File: config.mk
export PLATFORM = sky130hd
export DESIGN_NAME = midpoint_line_rasterizer_unit
export DESIGN_NICKNAME = d
export VERILOG_FILES = /design/src/design/mlr_pkg.sv /design/src/design/midpoint_line_rasterizer_unit.sv /design/src/design/mlr_setup.sv /design/src/design/mlr_step.sv
export SDC_FILE = /design/constraint.sdc
export NUM_CORES = 1
export LEC_CHECK = 0
export ABC_AREA = 1
export ABC_CLOCK_PERIOD_IN_PS = 2900
export BUFFER_PORTS_ARGS = -buffer_cell sky130_fd_sc_hd__buf_2
export CAP_MARGIN = 10
export CORE_MARGIN = 4
export CORE_UTILIZATION = 56
export DETAILED_ROUTE_END_ITERATION = 8
export HOLD_SLACK_MARGIN = 0.1
export PLACE_DENSITY = 0.85
export SETUP_SLACK_MARGIN = 0.1
export SYNTH_ARGS = -nofsm -noshare
export SYNTH_HDL_FRONTEND = slang
export SYNTH_SLANG_ARGS = --single-unit
export TNS_END_PERCENT = 30
File: constraint.sdc
create_clock -name clk -period 2.9 [get_ports clk]
set_clock_uncertainty 0.1 [all_clocks]
set_input_delay 0.145 -clock clk [delete_from_list [all_inputs] [get_ports clk]]
set_output_delay 0.145 -clock clk [all_outputs]
set_load 0.01 [all_outputs]
File: src/design/mlr_pkg.sv
`timescale 1ns / 1ps
`default_nettype none
// ----------------------------------------------------------------------------
// Midpoint line rasterizer package
// Shared types for the setup and stepping stages of the line rasterizer.
// ----------------------------------------------------------------------------
package mlr_pkg;

    typedef enum logic {
        FUNC_START = 1'b0,
        FUNC_NEXT  = 1'b1
    } func_t;

    // Mirroring applied to reach the first octant; neg_x sits in the lowest bit.
    typedef struct packed {
        logic swap;
        logic neg_y;
        logic neg_x;
    } octant_t;

endpackage
`default_nettype wire

File: src/design/midpoint_line_rasterizer_unit.sv
`timescale 1ns / 1ps
`default_nettype none
// ----------------------------------------------------------------------------
// Midpoint line rasterizer
// Generates the pixels of a line segment in any octant, one point per word.
//
// Channel   Dir  tdata (low bit up)                          tuser   tlast
// s_axis    in   start_x, start_y, stop_x, stop_y            func    -
// m_axis    out  point_x, point_y                            valid   last
//
// Every input word gives exactly one output word, presented on m_axis after it
// passes an input register and an output register.
// A new word can be taken each cycle while the output is not stalled.
// Reset clears the segment state; a next word then returns an idle word.
// A stalled output holds its word while one more input word is buffered.
// ----------------------------------------------------------------------------
module midpoint_line_rasterizer_unit
    import mlr_pkg::*;
#(
    parameter int COORD_BITS = 16
)
(
    input  wire logic                                  clk,
    input  wire logic                                  rst_n,
    input  wire logic                                  s_axis_tvalid,
    output logic                                       s_axis_tready,
    // start_x, start_y, stop_x, stop_y
    input  wire logic [((4*COORD_BITS+7)/8)*8-1:0]     s_axis_tdata,
    // func
    input  wire logic                                  s_axis_tuser,
    output logic                                       m_axis_tvalid,
    input  wire logic                                  m_axis_tready,
    // point_x, point_y
    output logic [((2*COORD_BITS+7)/8)*8-1:0]          m_axis_tdata,
    // valid_res
    output logic                                       m_axis_tuser,
    output logic                                       m_axis_tlast
);

    localparam int IN_W  = ((4*COORD_BITS+7)/8)*8;
    localparam int OUT_W = ((2*COORD_BITS+7)/8)*8;

    logic                        advance;
    logic                        st_valid;
    func_t                       st_func;
    octant_t                     st_mode;
    logic signed [COORD_BITS:0]  st_major;
    logic signed [COORD_BITS:0]  st_minor;
    logic signed [COORD_BITS:0]  st_major_end;
    logic [COORD_BITS:0]         st_big;
    logic [COORD_BITS:0]         st_small;
    logic [COORD_BITS-1:0]       point_x;
    logic [COORD_BITS-1:0]       point_y;

    mlr_setup #(
        .COORD_BITS (COORD_BITS),
        .IN_W       (IN_W)
    ) u_setup (
        .clk          (clk),
        .rst_n        (rst_n),
        .in_valid     (s_axis_tvalid),
        .in_ready     (s_axis_tready),
        .in_data      (s_axis_tdata),
        .in_func      (s_axis_tuser),
        .advance      (advance),
        .st_valid     (st_valid),
        .st_func      (st_func),
        .st_mode      (st_mode),
        .st_major     (st_major),
        .st_minor     (st_minor),
        .st_major_end (st_major_end),
        .st_big       (st_big),
        .st_small     (st_small)
    );

    mlr_step #(
        .COORD_BITS (COORD_BITS)
    ) u_step (
        .clk          (clk),
        .rst_n        (rst_n),
        .st_valid     (st_valid),
        .st_func      (st_func),
        .st_mode      (st_mode),
        .st_major     (st_major),
        .st_minor     (st_minor),
        .st_major_end (st_major_end),
        .st_big       (st_big),
        .st_small     (st_small),
        .advance      (advance),
        .out_valid    (m_axis_tvalid),
        .out_ready    (m_axis_tready),
        .valid_res    (m_axis_tuser),
        .point_x      (point_x),
        .point_y      (point_y),
        .last         (m_axis_tlast)
    );

    assign m_axis_tdata = OUT_W'({point_y, point_x});

endmodule
`default_nettype wire

File: src/design/mlr_setup.sv
`timescale 1ns / 1ps
`default_nettype none
// ----------------------------------------------------------------------------
// Line rasterizer setup stage
// Input register; folds a new segment into the first octant on the way in.
// ----------------------------------------------------------------------------
module mlr_setup
    import mlr_pkg::*;
#(
    parameter int COORD_BITS = 16,
    parameter int IN_W       = 64
)
(
    input  wire logic                  clk,
    input  wire logic                  rst_n,
    input  wire logic                  in_valid,
    output logic                       in_ready,
    input  wire logic [IN_W-1:0]       in_data,
    input  wire logic                  in_func,
    input  wire logic                  advance,
    output logic                       st_valid,
    output func_t                      st_func,
    output octant_t                    st_mode,
    output logic signed [COORD_BITS:0] st_major,
    output logic signed [COORD_BITS:0] st_minor,
    output logic signed [COORD_BITS:0] st_major_end,
    output logic [COORD_BITS:0]        st_big,
    output logic [COORD_BITS:0]        st_small
);

    localparam int CB = COORD_BITS;

    logic                 valid_reg;
    logic                 valid_next;
    func_t                func_reg;
    octant_t              mode_reg;
    octant_t              mode_c;
    logic signed [CB:0]   major_reg;
    logic signed [CB:0]   minor_reg;
    logic signed [CB:0]   end_reg;
    logic [CB:0]          big_reg;
    logic [CB:0]          small_reg;
    logic signed [CB:0]   x0;
    logic signed [CB:0]   y0;
    logic signed [CB:0]   x1;
    logic signed [CB:0]   y1;
    logic signed [CB:0]   dx_f;
    logic signed [CB:0]   dx_r;
    logic signed [CB:0]   dy_f;
    logic signed [CB:0]   dy_r;
    logic [CB:0]          adx;
    logic [CB:0]          ady;
    logic signed [CB:0]   x0m;
    logic signed [CB:0]   y0m;
    logic signed [CB:0]   x1m;
    logic signed [CB:0]   y1m;
    logic                 accept;

    assign accept   = in_valid && in_ready;
    assign in_ready = !valid_reg || advance;

    always_comb
    begin
        x0   = {in_data[CB-1], in_data[CB-1:0]};
        y0   = {in_data[2*CB-1], in_data[2*CB-1:CB]};
        x1   = {in_data[3*CB-1], in_data[3*CB-1:2*CB]};
        y1   = {in_data[4*CB-1], in_data[4*CB-1:3*CB]};
        dx_f = x1 - x0;
        dx_r = x0 - x1;
        dy_f = y1 - y0;
        dy_r = y0 - y1;
        mode_c.neg_x = dx_f[CB];
        mode_c.neg_y = dy_f[CB];
        adx  = mode_c.neg_x ? dx_r : dx_f;
        ady  = mode_c.neg_y ? dy_r : dy_f;
        mode_c.swap  = (adx <= ady);
        x0m  = mode_c.neg_x ? ((CB+1)'(0) - x0) : x0;
        x1m  = mode_c.neg_x ? ((CB+1)'(0) - x1) : x1;
        y0m  = mode_c.neg_y ? ((CB+1)'(0) - y0) : y0;
        y1m  = mode_c.neg_y ? ((CB+1)'(0) - y1) : y1;
    end

    always_comb
    begin
        if (accept)
        begin
            valid_next = 1'b1;
        end
        else if (advance)
        begin
            valid_next = 1'b0;
        end
        else
        begin
            valid_next = valid_reg;
        end
    end

    always_ff @(posedge clk or negedge rst_n)
    begin
        if (!rst_n)
        begin
            valid_reg <= 1'b0;
        end
        else
        begin
            valid_reg <= valid_next;
        end
    end

    always_ff @(posedge clk)
    begin
        if (accept)
        begin
            func_reg <= func_t'(in_func);
            mode_reg <= mode_c;
            if (mode_c.swap)
            begin
                major_reg <= y0m;
                minor_reg <= x0m;
                end_reg   <= y1m;
                big_reg   <= ady;
                small_reg <= adx;
            end
            else
            begin
                major_reg <= x0m;
                minor_reg <= y0m;
                end_reg   <= x1m;
                big_reg   <= adx;
                small_reg <= ady;
            end
        end
    end

    assign st_valid     = valid_reg;
    assign st_func      = func_reg;
    assign st_mode      = mode_reg;
    assign st_major     = major_reg;
    assign st_minor     = minor_reg;
    assign st_major_end = end_reg;
    assign st_big       = big_reg;
    assign st_small     = small_reg;

endmodule
`default_nettype wire

File: src/design/mlr_step.sv
`timescale 1ns / 1ps
`default_nettype none
// ----------------------------------------------------------------------------
// Line rasterizer stepping stage
// Holds the segment state, loads a start or steps once, and registers the point.
// ----------------------------------------------------------------------------
module mlr_step
    import mlr_pkg::*;
#(
    parameter int COORD_BITS = 16
)
(
    input  wire logic                    clk,
    input  wire logic                    rst_n,
    input  wire logic                    st_valid,
    input  wire func_t                   st_func,
    input  wire octant_t                 st_mode,
    input  wire logic signed [COORD_BITS:0] st_major,
    input  wire logic signed [COORD_BITS:0] st_minor,
    input  wire logic signed [COORD_BITS:0] st_major_end,
    input  wire logic [COORD_BITS:0]     st_big,
    input  wire logic [COORD_BITS:0]     st_small,
    output logic                         advance,
    output logic                         out_valid,
    input  wire logic                    out_ready,
    output logic                         valid_res,
    output logic [COORD_BITS-1:0]        point_x,
    output logic [COORD_BITS-1:0]        point_y,
    output logic                         last
);

    localparam int CB = COORD_BITS;
    localparam int DW = COORD_BITS + 4;
    localparam int IW = COORD_BITS + 3;

    logic                 active_reg;
    logic                 active_next;
    logic signed [CB:0]   major_pos_reg;
    logic signed [CB:0]   major_pos_next;
    logic signed [CB:0]   minor_pos_reg;
    logic signed [CB:0]   minor_pos_next;
    logic signed [CB:0]   major_end_reg;
    logic signed [CB:0]   major_end_next;
    logic signed [DW-1:0] decision_reg;
    logic signed [DW-1:0] decision_next;
    logic signed [IW-1:0] inc_straight_reg;
    logic signed [IW-1:0] inc_straight_next;
    logic signed [IW-1:0] inc_diagonal_reg;
    logic signed [IW-1:0] inc_diagonal_next;
    octant_t              mode_reg;
    octant_t              mode_next;
    logic [CB:0]          span_diff;
    logic signed [CB:0]   u_c;
    logic signed [CB:0]   v_c;
    logic signed [CB:0]   x_c;
    logic signed [CB:0]   y_c;
    logic                 emit_c;
    logic                 load;
    logic                 out_valid_reg;
    logic                 valid_res_reg;
    logic                 valid_res_next;
    logic [CB-1:0]        point_x_reg;
    logic [CB-1:0]        point_x_next;
    logic [CB-1:0]        point_y_reg;
    logic [CB-1:0]        point_y_next;
    logic                 last_reg;
    logic                 last_next;

    assign advance = !out_valid_reg || out_ready;
    assign load    = advance && st_valid;

    always_comb
    begin
        active_next       = active_reg;
        major_pos_next    = major_pos_reg;
        minor_pos_next    = minor_pos_reg;
        major_end_next    = major_end_reg;
        decision_next     = decision_reg;
        inc_straight_next = inc_straight_reg;
        inc_diagonal_next = inc_diagonal_reg;
        mode_next         = mode_reg;
        emit_c            = 1'b0;
        span_diff         = st_big - st_small;
        case (st_func)
            FUNC_START:
            begin
                mode_next         = st_mode;
                major_pos_next    = st_major;
                minor_pos_next    = st_minor;
                major_end_next    = st_major_end;
                decision_next     = $signed({3'b000, st_big}) - $signed({2'b00, st_small, 1'b0});
                inc_straight_next = IW'(0) - $signed({1'b0, st_small, 1'b0});
                inc_diagonal_next = $signed({1'b0, span_diff, 1'b0});
                active_next       = (st_major != st_major_end);
                emit_c            = 1'b1;
            end
            default:
            begin
                if (active_reg)
                begin
                    if (decision_reg[DW-1])
                    begin
                        minor_pos_next = minor_pos_reg + (CB+1)'(1);
                        decision_next  = decision_reg
                                       + {inc_diagonal_reg[IW-1], inc_diagonal_reg};
                    end
                    else
                    begin
                        decision_next  = decision_reg
                                       + {inc_straight_reg[IW-1], inc_straight_reg};
                    end
                    major_pos_next = major_pos_reg + (CB+1)'(1);
                    active_next    = (major_pos_next != major_end_reg);
                    emit_c         = 1'b1;
                end
            end
        endcase

        u_c = mode_next.swap ? minor_pos_next : major_pos_next;
        v_c = mode_next.swap ? major_pos_next : minor_pos_next;
        x_c = mode_next.neg_x ? ((CB+1)'(0) - u_c) : u_c;
        y_c = mode_next.neg_y ? ((CB+1)'(0) - v_c) : v_c;

        valid_res_next = emit_c;
        point_x_next   = emit_c ? x_c[CB-1:0] : '0;
        point_y_next   = emit_c ? y_c[CB-1:0] : '0;
        last_next      = emit_c && !active_next;
    end

    always_ff @(posedge clk or negedge rst_n)
    begin
        if (!rst_n)
        begin
            active_reg       <= 1'b0;
            major_pos_reg    <= '0;
            minor_pos_reg    <= '0;
            major_end_reg    <= '0;
            decision_reg     <= '0;
            inc_straight_reg <= '0;
            inc_diagonal_reg <= '0;
            mode_reg         <= '0;
            out_valid_reg    <= 1'b0;
        end
        else
        begin
            if (load)
            begin
                active_reg       <= active_next;
                major_pos_reg    <= major_pos_next;
                minor_pos_reg    <= minor_pos_next;
                major_end_reg    <= major_end_next;
                decision_reg     <= decision_next;
                inc_straight_reg <= inc_straight_next;
                inc_diagonal_reg <= inc_diagonal_next;
                mode_reg         <= mode_next;
            end
            if (advance)
            begin
                out_valid_reg <= st_valid;
            end
        end
    end

    always_ff @(posedge clk)
    begin
        if (load)
        begin
            valid_res_reg <= valid_res_next;
            point_x_reg   <= point_x_next;
            point_y_reg   <= point_y_next;
            last_reg      <= last_next;
        end
    end

    assign out_valid = out_valid_reg;
    assign valid_res = valid_res_reg;
    assign point_x   = point_x_reg;
    assign point_y   = point_y_reg;
    assign last      = last_reg;

`ifndef SYNTHESIS
    a_last_ends_segment: assert property (@(posedge clk) disable iff (!rst_n)
        (load && last_next) |=> !active_reg)
        else $error("segment still active after its last point");

    a_idle_word_zero: assert property (@(posedge clk) disable iff (!rst_n)
        (out_valid_reg && !valid_res_reg) |->
            (point_x_reg == '0 && point_y_reg == '0 && !last_reg))
        else $error("idle word carries a nonzero point");

    a_major_steps_by_one: assert property (@(posedge clk) disable iff (!rst_n)
        (load && st_func == FUNC_NEXT && active_reg) |=>
            (major_pos_reg == $past(major_pos_reg) + (CB+1)'(1)))
        else $error("major axis did not advance by one");

    a_active_needs_start: assert property (@(posedge clk) disable iff (!rst_n)
        $rose(active_reg) |-> $past(load && st_func == FUNC_START))
        else $error("segment became active without a start word");
`endif

endmodule
`default_nettype wire

=== Yosys cells after proc, flatten, opt, wreduce, memory -nomap -nowiden ===
Cells that the tools add are included.

* Bits in registers: 236
* Latch bits: 0
* Bits in writable memories: 0
* Memory bits (read-only): 0
* Bits of input ports: 69
* Word-level logic and storage cells: 88
* Memories: 0

* Add/subtract/negate cells: 17
* Multiply operators: 0
* Divide/modulo/power cells: 0
* Order comparisons: 1
* Eq/ne operators: 3
* Shift-type cells: 0
* Multiplexer cells: 30
* Bitwise logic cells: 1
* Reductions and logical operators: 11

{| class="wikitable"
|+ Operators by type and width
! operator !! count
|-
| $mux 17 || 16
|-
| $sub 1x16->17 const A || 4
|-
| $sub 16x16->17 || 4
|-
| $mux 16 || 4
|-
| $mux 20 || 3
|-
| $add 17x2->17 const B || 2
|-
| $ne 17x17->1 || 2
|-
| $sub 1x16->16 const A || 2
|-
| $add 20x18->20 || 1
|-
| $add 20x20->20 || 1
|-
| $sub 1x18->19 const A || 1
|-
| $sub 17x18->19 || 1
|-
| $le 17x17->1 || 1
|-
| $sub 17x17->17 || 1
|-
| $mux 1 || 6
|-
| $reduce_and 2->1 || 2
|-
| $logic_and 1x1->1 || 3
|-
| $logic_not 1->1 || 3
|-
| $mux 3 || 1
|-
| $logic_or 1x1->1 || 2
|-
| $ne 2x1->1 const B || 1
|-
| $reduce_bool 2->1 || 1
|-
| $not 1->1 || 1
|}

=== Logic depth before layout (Yosys ltp) ===
* Depth after elaboration: 7
* Depth in mapped cells: 30

=== Hierarchy ===
Synthesis repeated with hierarchy kept, for this count alone.

* Cell total of the unflattened synthesis: 3353
* Area total of the unflattened synthesis: 22270.1 um2

{| class="wikitable"
|+ Modules (own cells, without submodules)
! module !! times used !! cells an instance !! area each (um2)
|-
| mlr_step || 1 || 1674 || 11614.9
|-
| mlr_setup || 1 || 1679 || 10655.2
|}

=== Worst setup path after synthesis ===
Ideal clock, no wire load.

* Kind: input port to flip-flop
* Start point: input s_axis_tdata[32]
* End point: register u_setup.end_reg[10], in the netlist u_setup.st_major_end[10] (data pin)
* Setup time: 254 ps
* Arrival: 3688 ps
* Data required time: 2546 ps
* Slack: -1142 ps
* Cell stages on the path: 26
* Buffers on the path: 4
* Cells stage by stage: inv_1 > ha_1 > inv_1 > fa_1 > nand3_1 > nand2_1 > nand2_1 > nand2_1 > nand2_1 > nand4_1 > or2_4 > nand2_4 > buf_6 > buf_6 > nand2_1 > and2_1 > ha_1 > nand4_1 > inv_1 > nand4_1 > or3b_1 > nand2_1 > clkbuf_1 > buf_2 > nand3_1 > o21a_1

* Cells in the longest elaborated chain, start to end: 4

{| class="wikitable"
|+ Ends and longest elaborated chain
! element !! line !! RTL
|-
| start, declared || midpoint_line_rasterizer_unit.sv:28 || <nowiki>input wire logic [((4*COORD_BITS+7)/8)*8-1:0] s_axis_tdata,</nowiki>
|-
| $sub 16x16->17 (on tied branches) || mlr_setup.sv:68, mlr_setup.sv:69 ||
|-
| $mux 17 || mlr_setup.sv:74 || <nowiki>adx = mode_c.neg_x ? dx_r : dx_f;</nowiki>
|-
| $le 17x17->1 || mlr_setup.sv:76 || <nowiki>mode_c.swap = (adx <= ady);</nowiki>
|-
| $mux 17 (*) || mlr_setup.sv:117 || <nowiki>if (mode_c.swap)</nowiki>
|-
| end signal, assigned || mlr_setup.sv:121 || <nowiki>end_reg <= y1m;</nowiki>
|-
| end signal, assigned || mlr_setup.sv:129 || <nowiki>end_reg <= x1m;</nowiki>
|-
| end, declared || mlr_setup.sv:40 || <nowiki>logic signed [CB:0] end_reg;</nowiki>
|}

Every way passes the cells marked *; elsewhere a longest branch is shown, timed or not.
A chain may end at the register's enable or synchronous reset.

=== Final worst setup path ===
* Start point: input s_axis_tdata[16]
* End point: register u_setup.major_reg[16], in the netlist u_setup.st_major[16] (data pin)

* Cells in the longest elaborated chain, start to end: 4

{| class="wikitable"
|+ Ends and longest elaborated chain
! element !! line !! RTL
|-
| $sub 16x16->17 (on tied branches) || mlr_setup.sv:70, mlr_setup.sv:71 ||
|-
| $mux 17 || mlr_setup.sv:75 || <nowiki>ady = mode_c.neg_y ? dy_r : dy_f;</nowiki>
|-
| $le 17x17->1 || mlr_setup.sv:76 ||
|-
| $mux 17 (*) || mlr_setup.sv:117 ||
|-
| end signal, assigned || mlr_setup.sv:119 || <nowiki>major_reg <= y0m;</nowiki>
|-
| end signal, assigned || mlr_setup.sv:127 || <nowiki>major_reg <= x0m;</nowiki>
|-
| end, declared || mlr_setup.sv:38 || <nowiki>logic signed [CB:0] major_reg;</nowiki>
|}

Marks and branches as above.

==> key figures <==
Outcome
  – Outcome: complete, but fails checks
  – Failing checks: design-rule violations, negative setup slack

Clock network
  – CTS tree: done
  – Clk Latency, worst-skew pair: 560 ps
  – H-Tree Depth: 1
  – CTS root buf: clkbuf_16
  – TritonCTS Buffers: 25
  – Max clock buf depth: 3
  – Clk sinks: 232
  – CTS clk-pin slew, worst paths: 60 ps

Routing
  – Vias: about 24k
  – Via density: 5.83
  – WL/cell: 19.2 um
  – Residual DRC: 2
  – First drt pass iteration count: 9
  – WL final: between 70 and 80 mm
  – Post-route ant nets: 0
  – Iter 0 DRT Violations: 2,804

Floorplanning
  – Ports: 105
  – Die ar.: about 40,000 um^2
  – Starting density of the core: 0.570
  – Core ar.: between 30,000 and 40,000 um^2
  – Die H: 201 um
  – Row cnt: 70
  – DIE WIDTH: 201 um

Yosys
  – Seq/Total Area, Yosys: 0.307
  – EDFF count, synth: 122
  – Syn. warnings: 0
  – Synthesized instance count: 3,061
  – Post-Syn Nets: 3,277
  – Post-synth cell types: 55
  – Synth Cell Area: 20,900 um^2
  – Post-Syn Area per Cell: 6.83 um^2
  – Asr flop ratio synth: 0.474
  – Seq cells post-synth: 232
  – Synth Flop Type: edfxtp_1

Place
  – Placed Instance Area: 24,600 um^2
  – Final GP Congestion: 1.06
  – Post-DP HPWL: 59.6 mm
  – Port bufs: 104
  – Cells after DPL: about 3.9k
  – Place WS: -1350 ps

STA
  – Final period utilization: 1.22
  – Fmax: ~280 MHz
  – Slew @ Worst Pin: 1150 ps
  – Slew Limit Fails: 0
  – Setup Viol. Count Final: 85
  – Sum of negative setup slack: -45,480 ps
  – Max-Slew Margin vs Limit: 0.235
  – Tmin final: 3530 ps
  – Hold Fails Final Rpt: 0
  – Final worst setup slack: -626 ps
  – RSZ-0062 raised after global routing: true

Finish
  – Final Non-Filler Cells: 4,040
  – Max FFs per register: 19
  – Fillcell total: between 2k and 3k
  – Area Growth Syn to Fin: 31.6%
  – Post-layout instance area: about 28,000 um^2
  – Diode count: 0
  – Nets: 3,769
  – Share of post-route cells with drive strength above 1: 0.256

Global route
  – Initial antenna violation count: 0
  – Vias in the first global route: 22.9k
  – Pin count of the biggest net entering global routing: 89
  – Total congestion overflow: 0
  – Total track usage: 0.364
  – Global-route wire length before repair: 120 mm

Setup path
  – Critical R2R Capture: u_step.decision_reg[19]$_DFFE_PN0P_
  – R2R depth: 13
  – CP endpoint kind: register
  – Worst reg2reg path startpoint: u_step.decision_reg[19]$_DFFE_PN0P_
  – CP required: slightly above 3000 ps
  – Crit Path Max Fanout: 8
  – CP Launch Type: input pin
  – Setup slack, reg-to-reg: 120 ps
  – Arr. time, crit path: roughly 3700 ps
  – CP Class: input pin to register

Pwr
  – Power Dens Cells: 910 nW/um^2
  – LEAKAGE: between 0.01 and 0.015 uW
  – Overall power: 25,000 uW
  – Maximum vdd drop: 0.588 mV

Hold path
  – Worst min path class: input pin to asynchronous set/reset pin

Flow run
  – Maxcap violations: 0
area by class of cell:
class | instances | area (um^2) | area share
multi-input combinational | 2378 | 14000 | 0.509
sequential | 232 | 6420 | 0.233
timing repair buffer | 564 | 4340 | 0.158
inverter | 351 | 1380 | 0.0500
clock buffer | 30 | 674 | 0.0245
tap | 468 | 586 | 0.0213
clock inverter | 16 | 111 | 0.00405
timing repair inverter | 1 | 8.76 | 0.000318
timing repair:
item,CTS,global route
pin swaps,36,58
hold buffers,20,0
endpoints found under the hold margin,79,0
setup buffers,32,15
endpoints found under the setup margin,98,118
gates resized for setup,147,220
gates cloned,4,3
how the worst max path moves through the flow:
stage                startpoint                                  to  slack (ps)  depth (start not counted)
3_5_place_dp    s_axis_tdata[0]         u_setup.st_big[0]$_DFFE_PP_       -1350                         22
3_3_place_gp    s_axis_tdata[7]   u_setup.st_major_end[6]$_DFFE_PP_       -1360                         22
2_1_floorplan  s_axis_tdata[32]  u_setup.st_major_end[12]$_DFFE_PP_        -810                         26
5_1_grt        s_axis_tdata[16]   u_setup.st_major_end[6]$_DFFE_PP_        -760                         27
6_report       s_axis_tdata[16]      u_setup.st_major[16]$_DFFE_PP_        -630                         27
4_1_cts        s_axis_tdata[16]         u_setup.st_big[3]$_DFFE_PP_        -550                         32
cell families (layout without fill, tap and decap cells):
group                      Yosys count  after routing  synth area share
xor gates and xnor gates           127            127            0.0532
adders and majority gates          147            147            0.0905
and+or+nand+nor                   1535           1537             0.310
DFF                                232            232             0.307
buffers and inverters              453            962            0.0895
muxes                                3              3           0.00144
AOI/OAI and AO/OA                  564            564             0.149
metrics by stage:
| step | hold slack, ps | utilization |
|---|---|---|
| 2_1_floorplan | -251 | - |
| 6_report | 91.8 | 0.750 |
| 4_1_cts | 102 | 0.723 |
| 3_5_place_dp | 138 | 0.670 |
| 3_3_place_gp | 129 | 0.670 |
| 5_1_grt | 138 | 0.750 |
placed cells by master, fill, tap and decap left out, types with 44 or more instances in the layout:
cell type / n
a21oi_1: 147
buf_2: 99
buf_4: 413
dfrtp_1: 106
edfxtp_1: 122
ha_1: 100
inv_1: 319
nand2_1: 805
nand2_2: 66
nand3_1: 235
nor2_1: 219
nor3_1: 44
o21ai_0: 197
o21ai_1: 54
xor2_1: 98
cells in the mapped netlist, types with 3 or more instances:
library cell | n | area [um^2]
a211oi_1 | 4 | 30.0
and2_1 | 4 | 25.0
o22ai_1 | 21 | 131
nand4_1 | 34 | 213
nor2_1 | 238 | 893
o21ai_1 | 20 | 100
buf_4 | 8 | 60.1
nor4_1 | 15 | 93.8
edfxtp_1 | 122 | 3660
dfrtp_1 | 110 | 2750
nor3_2 | 3 | 30.0
nand2_4 | 3 | 33.8
xor2_1 | 108 | 946
a31oi_1 | 14 | 87.6
fa_1 | 7 | 140
or2_2 | 21 | 131
nand3_1 | 266 | 1330
a21oi_1 | 170 | 851
buf_6 | 14 | 158
o21a_1 | 21 | 158
nor3_1 | 50 | 250
a21boi_0 | 5 | 37.5
nand2_2 | 8 | 50.1
o2111ai_1 | 4 | 35.0
nand2_1 | 876 | 3290
buf_1 | 8 | 30.0
xnor2_1 | 19 | 166
inv_2 | 5 | 18.8
buf_2 | 26 | 130
inv_1 | 345 | 1290
o211ai_1 | 8 | 60.1
mux2i_1 | 3 | 30.0
o21bai_1 | 18 | 135
nor3b_1 | 5 | 37.5
clkbuf_1 | 45 | 169
ha_1 | 140 | 1750
a21o_1 | 10 | 75.1
o21ai_0 | 255 | 1280
nor2_2 | 5 | 31.3
power by group:
group,switching (uW),total [uW],internal [uW]
Combinational,9600,15700,6110
Clock,1420,3100,1680
Sequential,1080,6240,5160
worst max-delay path, cell delays in order:
cell	delay (ps)
buf_8	80
buf_6	90
ha_4	160
inv_4	40
fa_2	340
nand3_2	80
nand2_2	60
nand2_2	70
nand2_2	70
nand2_2	60
nand4_1	130
or2_4	290
nand2_8	100
buf_12	140
nand2_4	50
nand2_4	100
inv_4	40
ha_4	260
nand4_1	170
buf_4	190
or3b_4	390
nand2_4	110
inv_6	60
buf_12	150
buf_6	110
o211ai_1	110
o21ai_1	90
per-layer routing:
metal	GRT usage	wire [um]	share of wire	vias up
met3	0.0456	6630	0.086	236
met2	0.625	36800	0.47	1312
met4	0.131	3310	0.043	0
li1	-	-	-	11100
met5	0	0	0	-
met1	0.476	30700	0.40	10900
(Power assumes the default switching activity.)
